`config.mk`:
```
export PLATFORM = sky130hd
export DESIGN_NAME = pcm_smooth_and_gain_core
export DESIGN_NICKNAME = d
export VERILOG_FILES = /design/src/hdl/pcm_sg_pkg.sv /design/src/hdl/pcm_sg_gain.sv /design/src/hdl/pcm_smooth_and_gain_core.sv
export VERILOG_INCLUDE_DIRS = /design/src /design/src/hdl
export SDC_FILE = /design/constraint.sdc
export NUM_CORES = 1
export LEC_CHECK = 0
export ABC_AREA = 1
export ABC_CLOCK_PERIOD_IN_PS = 20600
export BUFFER_PORTS_ARGS = -buffer_cell sky130_fd_sc_hd__buf_2
export CORE_UTILIZATION = 38
export CTS_BUF_LIST = sky130_fd_sc_hd__clkbuf_16
export CTS_CLUSTER_DIAMETER = 80
export DETAILED_ROUTE_END_ITERATION = 6
export PLACE_DENSITY = 0.5
export SYNTH_ARGS = -nofsm -noshare
export SYNTH_HDL_FRONTEND = slang
export SYNTH_SLANG_ARGS = --single-unit
```
`constraint.sdc`:
```
create_clock -name clk -period 20.6 [get_ports clk]
set_input_delay 2.06 -clock clk [delete_from_list [all_inputs] [get_ports clk]]
set_output_delay 2.06 -clock clk [all_outputs]
set_load 0.02 [all_outputs]
```
`src/hdl/pcm_smooth_and_gain_core_assert.svh`:
```
// Assertion macros for the PCM smoothing and gain core.
`ifndef PCM_SMOOTH_AND_GAIN_CORE_ASSERT_SVH
`define PCM_SMOOTH_AND_GAIN_CORE_ASSERT_SVH

// Same-cycle implication, disabled during reset.
`define PCM_SG_ASSERT_NOW(label, clk, rst_n, ante, cons) \
  label: assert property (@(posedge clk) disable iff (!rst_n) (ante) |-> (cons)) \
    else $error("pcm_smooth_and_gain_core: same-cycle check failed");

// Next-cycle implication, disabled during reset.
`define PCM_SG_ASSERT_NEXT(label, clk, rst_n, ante, cons) \
  label: assert property (@(posedge clk) disable iff (!rst_n) (ante) |=> (cons)) \
    else $error("pcm_smooth_and_gain_core: next-cycle check failed");

`endif

```
`src/hdl/pcm_sg_pkg.sv`:
```
// Shared types and constants for the PCM smoothing and gain core.
package pcm_sg_pkg;

  localparam int unsigned SAMPLE_W           = 16;
  localparam int unsigned GAIN_W             = 16;
  localparam int unsigned GAIN_FRAC_BITS_DEF = 12;

  localparam logic [GAIN_W-1:0]          GAIN_RESET = 16'd4096;
  localparam logic signed [SAMPLE_W-1:0] SAT_MAX    = 16'sh7FFF;
  localparam logic signed [SAMPLE_W-1:0] SAT_MIN    = 16'sh8000;

  // One pending result ahead of the gain stage, or one finished result.
  typedef struct packed {
    logic signed [SAMPLE_W-1:0] sample;
    logic                       last;
  } smp_t;

  // Buffer position: nothing held, first sample held, interior sample held.
  typedef enum logic [2:0] {
    PH_EMPTY = 3'b001,
    PH_FIRST = 3'b010,
    PH_MID   = 3'b100
  } phase_t;

endpackage

```
`src/hdl/pcm_sg_gain.sv`:
```
// Gain stage: signed sample times unsigned fixed-point gain, round, saturate.
module pcm_sg_gain #(
  parameter int unsigned GAIN_FRAC_BITS = pcm_sg_pkg::GAIN_FRAC_BITS_DEF
) (
  input  logic [pcm_sg_pkg::GAIN_W-1:0] gain,
  input  pcm_sg_pkg::smp_t              smp_i,
  output pcm_sg_pkg::smp_t              smp_o
);
  import pcm_sg_pkg::*;

  localparam int unsigned MAG_W  = SAMPLE_W + 1;
  localparam int unsigned PROD_W = MAG_W + GAIN_W;
  localparam int unsigned RND_W  = PROD_W + 1;
  localparam int unsigned R_W    = RND_W - GAIN_FRAC_BITS;

  localparam logic [RND_W-1:0] HALF_LSB = RND_W'(1) << (GAIN_FRAC_BITS - 1);
  localparam logic [R_W-1:0]   POS_LIM  = R_W'(32767);
  localparam logic [R_W-1:0]   NEG_LIM  = R_W'(32768);

  logic              neg;
  logic [MAG_W-1:0]  ext;
  logic [MAG_W-1:0]  mag;
  logic [PROD_W-1:0] prod;
  logic [RND_W-1:0]  rnd;
  logic [R_W-1:0]    r;

  always_comb begin
    neg  = smp_i.sample[SAMPLE_W-1];
    ext  = {smp_i.sample[SAMPLE_W-1], smp_i.sample};
    mag  = neg ? (MAG_W'(0) - ext) : ext;
    prod = PROD_W'(mag) * PROD_W'(gain);
    // round half away from zero: magnitude is rounded up at one half
    rnd  = {1'b0, prod} + HALF_LSB;
    r    = rnd[RND_W-1:GAIN_FRAC_BITS];

    smp_o.last = smp_i.last;
    if (neg) begin
      smp_o.sample = (r > NEG_LIM) ? SAT_MIN : (SAMPLE_W'(0) - r[SAMPLE_W-1:0]);
    end else begin
      smp_o.sample = (r > POS_LIM) ? SAT_MAX : r[SAMPLE_W-1:0];
    end
  end

endmodule

```
`src/hdl/pcm_smooth_and_gain_core.sv`:
```
// PCM smoothing and gain core: 3-tap binomial smoother, saturating linear gain.
//
// Input words carry one signed 16-bit sample in in_tdata; in_tlast marks the
// last sample of a buffer. Interior samples are replaced by
// (prev + 2*cur + next) >>> 2; the first and last of a buffer pass as they are.
// Each result is scaled by cfg_wdata gain (unsigned, GAIN_FRAC_BITS fraction
// bits), rounded half away from zero and saturated to 16 bits.
// Results come out one sample behind: a word that ends a buffer releases two
// results (the held sample, then itself, with out_tlast set); a one-sample
// buffer gives one result.
// Pipeline: input word -> pending pair register (smoothing) -> output register
// (gain multiply). A result already computable at accept enters the pending pair
// register, then the output register. One word per cycle is taken while each
// word yields at most one result and out_tready stays high; a buffer end yielding
// two results holds in_tready low until the single gain multiplier drains the pair.
// out_tready low holds the output register; the pending pair fills and
// in_tready drops. Reset clears all pending results, the buffer position and
// sets the gain to unity (4096).
module pcm_smooth_and_gain_core #(
  parameter int unsigned GAIN_FRAC_BITS = pcm_sg_pkg::GAIN_FRAC_BITS_DEF
) (
  input  logic                              clk,
  input  logic                              rst_n,
  // configuration
  input  logic                              cfg_we,
  input  logic [pcm_sg_pkg::GAIN_W-1:0]     cfg_wdata,   // gain_linear
  // input stream
  input  logic                              in_tvalid,
  output logic                              in_tready,
  input  logic [pcm_sg_pkg::SAMPLE_W-1:0]   in_tdata,    // [15:0] sample_in
  input  logic                              in_tlast,    // buffer_end
  // result stream
  output logic                              out_tvalid,
  input  logic                              out_tready,
  output logic [pcm_sg_pkg::SAMPLE_W-1:0]   out_tdata,   // [15:0] sample_out
  output logic                              out_tlast    // last_out
);
  import pcm_sg_pkg::*;

  logic [GAIN_W-1:0]          gain_r, gain_nxt;
  phase_t                     phase_r, phase_nxt;
  logic signed [SAMPLE_W-1:0] held_r, held_nxt;
  logic signed [SAMPLE_W-1:0] older_r, older_nxt;
  logic [1:0]                 pend_v_r, pend_v_nxt;
  smp_t                       pend0_r, pend0_nxt;
  smp_t                       pend1_r, pend1_nxt;
  logic                       out_valid_r, out_valid_nxt;
  smp_t                       out_r, out_nxt;

  logic                       in_acc;
  logic                       pop;
  logic                       busy;
  logic [SAMPLE_W+1:0]        sum3;
  logic signed [SAMPLE_W-1:0] first_smp;
  smp_t                       head;
  smp_t                       gained;

  // phase decode
  always_comb begin
    busy      = 1'b0;
    first_smp = held_r;
    unique case (phase_r)
      PH_EMPTY: busy = 1'b0;
      PH_FIRST: begin
        busy      = 1'b1;
        first_smp = held_r;
      end
      PH_MID: begin
        busy      = 1'b1;
        first_smp = sum3[SAMPLE_W+1:2];
      end
      default: busy = 1'b0;
    endcase
  end

  assign sum3 = {{2{older_r[SAMPLE_W-1]}}, older_r}
              + {held_r[SAMPLE_W-1], held_r, 1'b0}
              + {{2{in_tdata[SAMPLE_W-1]}}, in_tdata};

  assign pop       = (pend_v_r != 2'b00) && (!out_valid_r || out_tready);
  assign in_tready = (pend_v_r == 2'b00) || (pop && (pend_v_r != 2'b11));
  assign in_acc    = in_tvalid && in_tready;
  assign head      = pend_v_r[0] ? pend0_r : pend1_r;

  pcm_sg_gain #(
    .GAIN_FRAC_BITS (GAIN_FRAC_BITS)
  ) u_gain (
    .gain  (gain_r),
    .smp_i (head),
    .smp_o (gained)
  );

  always_comb begin
    gain_nxt      = cfg_we ? cfg_wdata : gain_r;
    phase_nxt     = phase_r;
    held_nxt      = held_r;
    older_nxt     = older_r;
    pend_v_nxt    = pend_v_r;
    pend0_nxt     = pend0_r;
    pend1_nxt     = pend1_r;
    out_valid_nxt = out_valid_r;
    out_nxt       = out_r;

    if (pop) begin
      if (pend_v_r[0]) begin
        pend_v_nxt[0] = 1'b0;
      end else begin
        pend_v_nxt[1] = 1'b0;
      end
      out_valid_nxt = 1'b1;
      out_nxt       = gained;
    end else if (out_tready) begin
      out_valid_nxt = 1'b0;
    end

    if (in_acc) begin
      pend_v_nxt       = {in_tlast, busy};
      pend0_nxt.sample = first_smp;
      pend0_nxt.last   = 1'b0;
      pend1_nxt.sample = in_tdata;
      pend1_nxt.last   = 1'b1;
      if (in_tlast) begin
        phase_nxt = PH_EMPTY;
      end else begin
        if (busy) begin
          older_nxt = held_r;
          phase_nxt = PH_MID;
        end else begin
          phase_nxt = PH_FIRST;
        end
        held_nxt = in_tdata;
      end
    end
  end

  always_ff @(posedge clk) begin
    if (!rst_n) begin
      gain_r      <= GAIN_RESET;
      phase_r     <= PH_EMPTY;
      pend_v_r    <= 2'b00;
      out_valid_r <= 1'b0;
    end else begin
      gain_r      <= gain_nxt;
      phase_r     <= phase_nxt;
      pend_v_r    <= pend_v_nxt;
      out_valid_r <= out_valid_nxt;
    end
  end

  always_ff @(posedge clk) begin
    held_r  <= held_nxt;
    older_r <= older_nxt;
    pend0_r <= pend0_nxt;
    pend1_r <= pend1_nxt;
    out_r   <= out_nxt;
  end

  assign out_tvalid = out_valid_r;
  assign out_tdata  = out_r.sample;
  assign out_tlast  = out_r.last;

`include "pcm_smooth_and_gain_core_assert.svh"

  // a buffer end with a sample held must queue both results
  `PCM_SG_ASSERT_NEXT(a_end_two_results, clk, rst_n, in_acc && in_tlast && busy, pend_v_r == 2'b11)
  // a buffer end always returns to the empty position
  `PCM_SG_ASSERT_NEXT(a_end_clears_phase, clk, rst_n, in_acc && in_tlast, phase_r == PH_EMPTY)
  // the held-sample result never carries the buffer end mark
  `PCM_SG_ASSERT_NOW(a_held_not_last, clk, rst_n, pend_v_r[0], !pend0_r.last)

endmodule

```
== Word level (Yosys, flattened, before mapping) ==
Index checks and enable logic that the tools add are counted.

* Multiplexer cells: 14
* Bitwise gates (word level): 1
* Order comparisons: 2
* Add/sub/neg operators: 5
* Reduce and logical (&&, ||, !) cells: 14
* Multipliers: 1
* Eq/ne operators: 4

{| class="wikitable"
|+ Operators by type and width
! cell !! number
|-
| 2-to-1 mux 16 bit || 4
|-
| adder 33 x 12 -> 34 bit, second input constant || 1
|-
| 2-to-1 mux 17 bit || 2
|-
| multiplier 17 x 16 -> 33 bit || 1
|-
| > comparator 22 x 15 -> 1 bit, second input constant || 1
|-
| > comparator 22 x 16 -> 1 bit, second input constant || 1
|-
| adder 16 x 17 -> 18 bit || 1
|-
| adder 18 bit || 1
|-
| subtractor 1 x 16 -> 17 bit, first input constant || 1
|-
| subtractor 1 x 16 -> 16 bit, first input constant || 1
|-
| 2-to-1 mux 3 bit || 2
|-
| nonzero test 2 bit || 3
|-
| 2-to-1 mux 1 bit || 4
|-
| 2-to-1 mux 2 bit || 2
|-
| AND reduction 2 bit || 2
|-
| == test 3 x 2 -> 1 bit, second input constant || 1
|-
| == test 3 bit, second input constant || 1
|-
| logical AND 1 bit || 3
|-
| AND reduction 3 bit || 1
|-
| logical NOT 2 bit || 1
|-
| logical OR 1 bit || 2
|-
| inequality test 2 x 1 -> 1 bit, second input constant || 1
|-
| inequality test 2 bit, second input constant || 1
|-
| OR reduction 2 bit || 1
|-
| 2 further kinds || 2
|}

* Word-level logic and storage cells: 52
* Input port bits: 38
* Output and inout port bits: 19
* Flip-flop bits (word level): 103

== Depth between registers and ports, before layout ==
Gate-level depths: netlist (run 1).

* Word-level depth: 8
* Gate-level depth with buffers: 47

== Hierarchy ==
Synthesis (run 1) repeated with hierarchy kept, for this count alone.

* Cells, all modules: 1995
* Area total of the unflattened synthesis: 15740.1 sq um

{| class="wikitable"
|+ By module, submodules not included
! module !! cells each !! instances !! area an instance (sq um) !! seq. area each (sq um)
|-
| pcm_sg_gain || 1511 || 1 || 10824.1 || 0.0
|-
| pcm_smooth_and_gain_core || 484 || 1 || 4916.0 || 2872.8
|}

== Worst setup path after synthesis (run 1) ==
OpenSTA, ideal clock, no wires.

* Path type: register -> register
* From: reg pend_v_r[0]
* To: reg out_r, in the netlist out_tdata[14], data pin
* Arrival time: 7.662 ns
* Setup slack: 12.683 ns
* Stages on the path, launching flop included: 40
* Setup time: 0.256 ns
* Clock period less this slack: 7.917 ns
* Required time: 20.344 ns
* Cell sequence: dfxtp_1 -> buf_6 -> nand2_1 -> nand2_2 -> clkbuf_1 -> ha_1 -> inv_1 -> nor3_2 -> nand3_1 -> nor3_1 -> nand3_1 -> o21ai_0 -> or2_2 -> nand2_1 -> inv_2 -> nand2_1 -> fa_1 -> fa_1 -> [... 4 more ...] -> inv_1 -> fa_1 -> inv_1 -> ha_1 -> a21oi_1 -> o21ai_0 -> a21oi_1 -> o21a_1 -> nand3b_1 -> nand2_1 -> inv_1 -> nor2_1 -> nand3_1 -> nor2_1 -> nand2_1 -> clkbuf_1 -> o21ai_0 -> nand2_1

{| class="wikitable"
|+ RTL lines
! element !! line !! RTL
|-
| start, declared || pcm_smooth_and_gain_core.sv:44 || <nowiki>logic [1:0] pend_v_r, pend_v_nxt;</nowiki>
|-
| start signal, assigned || pcm_smooth_and_gain_core.sv:145 || <nowiki>pend_v_r <= pend_v_nxt;</nowiki>
|-
| end signal, assigned || pcm_smooth_and_gain_core.sv:155 || <nowiki>out_r <= out_nxt;</nowiki>
|-
| end, declared || pcm_smooth_and_gain_core.sv:48 || <nowiki>smp_t out_r, out_nxt;</nowiki>
|}

==> impl_results.md, run 1 <==
- Mapped Cells: 1,894
- Slew @ Worst Pin: 832 ps
- Drt wl/cell: 17.7 um
- Worst reg2reg setup slack: 10,490 ps
- Die Ht: 202 um
- WL final: 43.8 mm
- Commonest cells post-synth: 423 x nand2_1, 393 x inv_1, 226 x fa_1
- Reg2reg end: out_tdata[12]
- Area Overhead vs Synth: 7.83%
- Setup Fix Bufs, Post-CTS: 0
- Vias in the first global route: 12,800
- RSZ-0062 raised after global routing: no
- Sink Count: 103
- CTS tree: built
- Die W: 202 um
- Ant. Diodes: 0
- Slowest stage delay, CP: 600 ps
- FP Rows: 72
- Total global-route track usage: 22.9%
- Hold bufs inserted after CTS: 0
- First-pass GRT wire length: 71.3 mm
- Fillers: 4,025
- # nets final: 2,345
- Worst-path clk slew: 80 ps
- Worst r2r src: pend_v_r[0]
- FF+latch area: 0.00287 mm^2
- Hold crit path type: reg -> reg
- Period minus WS final: 10,110 ps
- I/O Buffers: 56
- Vias: 12,300
- Slowest cell on the critical path: fa_1
- Number of synthesized flops with an enable pin: 81
- Setup CP Type: reg -> reg
- Worst Path Arrival: 10,240 ps
- Max Clock Freq: 0.0989 GHz
- CP Max Fanout: 21
- Setup TNS: 0 ps
- Tcrit/Tclk final: 49.1%
- Post-route ant nets: 0
- Slew headroom: 43.9%
- GPL Wtd Cong: 0.912
- Layout Skew: 16.9 ps
- CP most frequent cell: nand2_1
- Most frequent cell after synthesis: nand2_1
- Ys async rst share: 0%
- Initial Utilization: 38.9%
- Worst hold path stage count: 2
- Post-DP HPWL: 36.8 mm
- Synth top area share: 29.8%
- Area of the multi-input gates: 0.0107 mm^2
- Post-Syn Area: 0.0152 mm^2
- Clock Path Buffers: 2
- Starting DRC count in detailed routing: 732
- Post-synth top flop: edfxtp_1
- Root Driver: clkbuf_16
- Endpoint, Worst Hold: phase_r[1]
- CP Data Required Time: 20,740 ps
- Hold wc startpoint: phase_r[1]
- Synth Area per Inst: 8.01 um^2
- Initial antenna violation count: 0
- CTS resizes: 0
- Largest net degree at the start of global routing: 35
- Cell variety after synth: 47
- Die ar.: 0.0407 mm^2
- Seq/Total Area, Yosys: 18.9%
- Worst R2R Path Depth: 36
- Residual DRC count: 0
- CTS Buf Count: 9
- H-tree levels: 3
- Final global-route overflow total: 0
- Max-Cap Viols: 0
- Max-slew violation count: 0
- Floorplan core area: 0.0390 mm^2
- Final setup viols: 0
- Average vias per placed instance: 4.97
- Worst skew pair latency: 390 ps
- Top cells by area, synth: fa_1 30%, edfxtp_1 16%, ha_1 11%
- Largest area contributor in the netlist: fa_1
- Status: finished clean
- Layout cells sized above 1: 6.05%
- Startpoint Class: flop
- I/O Pins: 57
- Synthesized flop and latch total: 103
- Final Hold Fails: 0
- Yosys warnings: 0
- CP endpoint kind: flop
- DRT Pass-1 Iters: 5
worst max path at each step:
stage / start / end / slack, ps / depth (start not counted)
2_1_floorplan: pend_v_r[0] / out_tdata[14] / 12680 / 39
3_3_place_gp: pend_v_r[0] / out_tdata[15] / 10850 / 36
3_5_place_dp: pend_v_r[0] / out_tdata[12] / 10680 / 36
4_1_cts: pend_v_r[0] / out_tdata[12] / 10640 / 36
5_1_grt: pend_v_r[0] / out_tdata[5] / 9810 / 36
6_report: pend_v_r[0] / out_tdata[12] / 10490 / 36
metal layers:
| metal | global-route usage (%) | wire (um) | up-vias |
|---|---|---|---|
| met5 | 0 | 0 | - |
| met4 | 5.63 | 962 | 0 |
| met3 | 4.06 | 2620 | 52 |
| met2 | 36.4 | 19800 | 360 |
| met1 | 32.2 | 20400 | 5972 |
| li1 | - | - | 5895 |
stage by stage:
stage / util (%) / instances / worst slack, ps / area (um^2) / hold WS (ps)
floorplan: - / 1909 / 12680 / 15200 / 459
global placement: 41.2 / 2453 / 10850 / 16100 / 479
detailed placement: 41.2 / 2453 / 10680 / 16100 / 474
CTS: 42.0 / 2469 / 10640 / 16400 / 486
global route: 42.0 / 2469 / 9810 / 16400 / 541
finish: 42.0 / 2469 / 10490 / 16400 / 488
registers in the layout (all words and copies together) (netlist names):
signal,flops
pend1_r,16
out_tvalid,1
pend_v_r,2
held_r,16
out_tlast,1
out_tdata,16
pend0_r,16
phase_r,3
gain_r,16
older_r,16
critical path: cells and delay by family (launching register included):
family	cells	cell delay, ps
flip-flops	1	540
adder cells (fa/ha/maj)	8	3760
AO/OA/AOI/OAI	3	890
buffers and inverters	7	1180
AND/OR/NAND/NOR	18	3470
kinds of logic (layout without fill, tap and decap cells):
logic type	count (synthesis)	count (layout)	synth area share (%)
buf+inv	443	485	11.1
fa+ha+maj	361	361	40.9
flops	103	103	18.9
xor+xnor	14	14	0.808
simple gates	786	786	21.6
other cells	2	17	0.0495
compound gates	185	185	6.55
layout by cell type (no fill, tap or decap), drive strengths merged:
cell | synthesis | layout
nand2 | 428 | 428
inv | 399 | 404
fa | 226 | 226
nor2 | 213 | 213
ha | 135 | 135
o21ai | 85 | 85
edfxtp | 81 | 81
nand3 | 80 | 80
a21oi | 77 | 77
buf | 9 | 64
dfxtp | 22 | 22
nor3 | 22 | 22
or2 | 20 | 20
conb | 2 | 17
xor2 | 10 | 10
clkbuf | 29 | 9
nand4 | 9 | 9
nand3b | 8 | 8
clkinv | 6 | 8
o21a | 7 | 7
o21bai | 6 | 6
xnor2 | 4 | 4
or3 | 2 | 2
a31oi | 2 | 2
o311ai | 2 | 2
and2 | 2 | 2
o2111ai | 2 | 2
nor4 | 2 | 2
a21o | 1 | 1
a211oi | 1 | 1
a21boi | 1 | 1
o211ai | 1 | 1
layout make-up:
cell class	instances	area share, %
clock buffer	9	1.38
clock inverter	7	0.497
inverter	405	9.29
multi-input combinational	1363	65.2
sequential	103	17.6
tap	518	3.96
timing repair buffer	64	2.08
Power of run 1 is not shown: default switching activity piles up to over one toggle a cycle in this logic, so the estimate is an artifact.
==> inputs of run 2 (changes only) <==
--- a/config.mk
+++ b/config.mk
@@ -7,7 +7,7 @@
 export NUM_CORES = 1
 export LEC_CHECK = 0
 export ABC_AREA = 1
-export ABC_CLOCK_PERIOD_IN_PS = 20600
+export ABC_CLOCK_PERIOD_IN_PS = 10300
 export BUFFER_PORTS_ARGS = -buffer_cell sky130_fd_sc_hd__buf_2
 export CORE_UTILIZATION = 38
 export CTS_BUF_LIST = sky130_fd_sc_hd__clkbuf_16
==> constraint.sdc (replaced) <==
create_clock -name clk -period 10.3 [get_ports clk]
set_input_delay 1.03 -clock clk [delete_from_list [all_inputs] [get_ports clk]]
set_output_delay 1.03 -clock clk [all_outputs]
set_load 0.02 [all_outputs]
==> impl_results.md, run 2 (synthesis results as in run 1) <==
- Slew @ Worst Pin: 819 ps (-13.1 ps)
- Area Overhead vs Synth: 8.28%
- Final Hold Fails: 0 (unchanged)
- Startpoint Class: flop
- Most common cell after layout, fill and taps aside: nand2_1
- CP Max Fanout: 21 (unchanged)
- RSZ-0062 raised after global routing: no
- Slowest cell on the critical path: dfxtp_2
- Initial Utilization: 38.9% (unchanged)
- DRT Pass-1 Iters: 5 (unchanged)
- GPL Wtd Cong: 0.909 (-0.32%)
- # nets final: 2,354 (+0.38%)
- Setup Fix Bufs, Post-CTS: 0 (unchanged)
- Max Clock Freq: 0.106 GHz (+7.3%)
- Commonest cells after routing, fill and taps aside: 423 x nand2_1, 393 x inv_1, 226 x fa_1
- Setup CP Type: reg -> reg
- Vias in the first global route: 12,800 (-0.11%)
- CTS tree: built
- CP top delay family: adder cells
- Ant. Diodes: 0 (unchanged)
- Starting DRC count in detailed routing: 747 (+2.0%)
- Slew headroom: 44.8% (+0.88 points)
- Max-Cap Viols: 0 (unchanged)
- CTS resizes: 0 (unchanged)
- Max-slew violation count: 0 (unchanged)
- Die ar.: 0.0407 mm^2 (unchanged)
- Hold crit path type: reg -> reg
- Final global-route overflow total: 0 (unchanged)
- Total global-route track usage: 22.8% (-0.085 points)
- Sink Count: 103 (unchanged)
- Die Ht: 202 um (unchanged)
- Largest net degree at the start of global routing: 35 (unchanged)
- Setup TNS: 0 ps (unchanged)
- Worst skew pair latency: 380 ps (about the same)
- Slowest stage delay, CP: 560 ps (-40 ps)
- FP Rows: 72 (unchanged)
- Hold bufs inserted after CTS: 0 (unchanged)
- Floorplan core area: 0.0390 mm^2 (unchanged)
- H-tree levels: 3 (unchanged)
- Root Driver: clkbuf_16
- Worst-path clk slew: 80 ps (about the same)
- Residual DRC count: 0 (unchanged)
- Endpoint, Worst Hold: phase_r[1]
- Layout cells sized above 1: 6.53% (+0.48 points)
- CP bufs+invs: 5 (-2)
- First-pass GRT wire length: 71.3 mm (about the same)
- Status: finished clean
- Reg2reg end: out_tdata[15]
- Final setup viols: 0 (unchanged)
- Die W: 202 um (unchanged)
- Worst R2R Path Depth: 33 (-8.3%)
- Worst reg2reg setup slack: 880 ps (-9610 ps)
- Hold wc startpoint: phase_r[1]
- Initial antenna violation count: 0 (unchanged)
- I/O Pins: 57 (unchanged)
- I/O Buffers: 56 (unchanged)
- Post-DP HPWL: 36.6 mm (-0.31%)
- CP endpoint kind: flop
- CP Data Required Time: 10,420 ps (-10,320 ps)
- Vias: 12,300 (-0.081%)
- Period minus WS final: 9420 ps (-686 ps)
- Worst Path Arrival: 9550 ps (-690 ps)
- Drt wl/cell: 17.6 um (-0.84%)
- Fillers: 4,001 (-0.60%)
- Layout Skew: 7.67 ps (-9.21 ps)
- CP most frequent cell: nand2_1
- Clock Path Buffers: 2 (unchanged)
- Tcrit/Tclk final: 91.5% (+42 points)
- Average vias per placed instance: 4.95 (-0.44%)
- Worst hold path stage count: 2 (unchanged)
- Worst r2r src: pend_v_r[0]
- WL final: 43.6 mm (-0.48%)
- CTS Buf Count: 9 (unchanged)
- Post-route ant nets: 0 (unchanged)
==> run 2: final cells by class <==
type | instances | area, um^2 | share of cell area, %
clock buffer | 9 | 225 | 1.37
clock inverter | 7 | 80.1 | 0.487
inverter | 405 | 1520 | 9.25
multi-input combinational | 1363 | 10700 | 65.0
sequential | 103 | 2870 | 17.5
tap | 518 | 648 | 3.94
timing repair buffer | 73 | 408 | 2.48
==> run 2: how the worst max path moves through the flow <==
stage	start	endpoint	slack, ps	cells past startpoint
after floorplan	pend_v_r[0]	out_tdata[8]	2380	39
after global placement	pend_v_r[0]	out_tdata[15]	830	35
after detailed placement	pend_v_r[0]	out_tdata[15]	700	33
after CTS	pend_v_r[0]	out_tdata[15]	650	35
after global routing	pend_v_r[0]	out_tdata[2]	230	35
final	pend_v_r[0]	out_tdata[15]	880	33
==> run 2: stage by stage <==
stage | hold slack, ps | instances | instance area, um^2 | setup slack, ps | utilization (%)
3_3_place_gp | 480 | 2462 | 16100 | 834 | 41.3
4_1_cts | 505 | 2478 | 16400 | 647 | 42.1
2_1_floorplan | 459 | 1909 | 15200 | 2380 | -
5_1_grt | 513 | 2478 | 16400 | 226 | 42.1
6_report | 501 | 2478 | 16400 | 878 | 42.1
3_5_place_dp | 493 | 2462 | 16100 | 695 | 41.3
==> run 2: worst min-delay path, cell delays in order, from the launching register on <==
cell and delay (ps):
dfxtp_1 330, nand2_1 70, a21oi_1 60
==> run 2: layer usage <==
metal	vias to the layer above	track usage (%)	wire, um
li1	5925	-	-
met1	6024	32.9	21300
met2	276	35.9	19600
met3	44	2.97	1760
met4	0	6.11	915
met5	-	0	0
Power of run 2 is left out for the same reason.
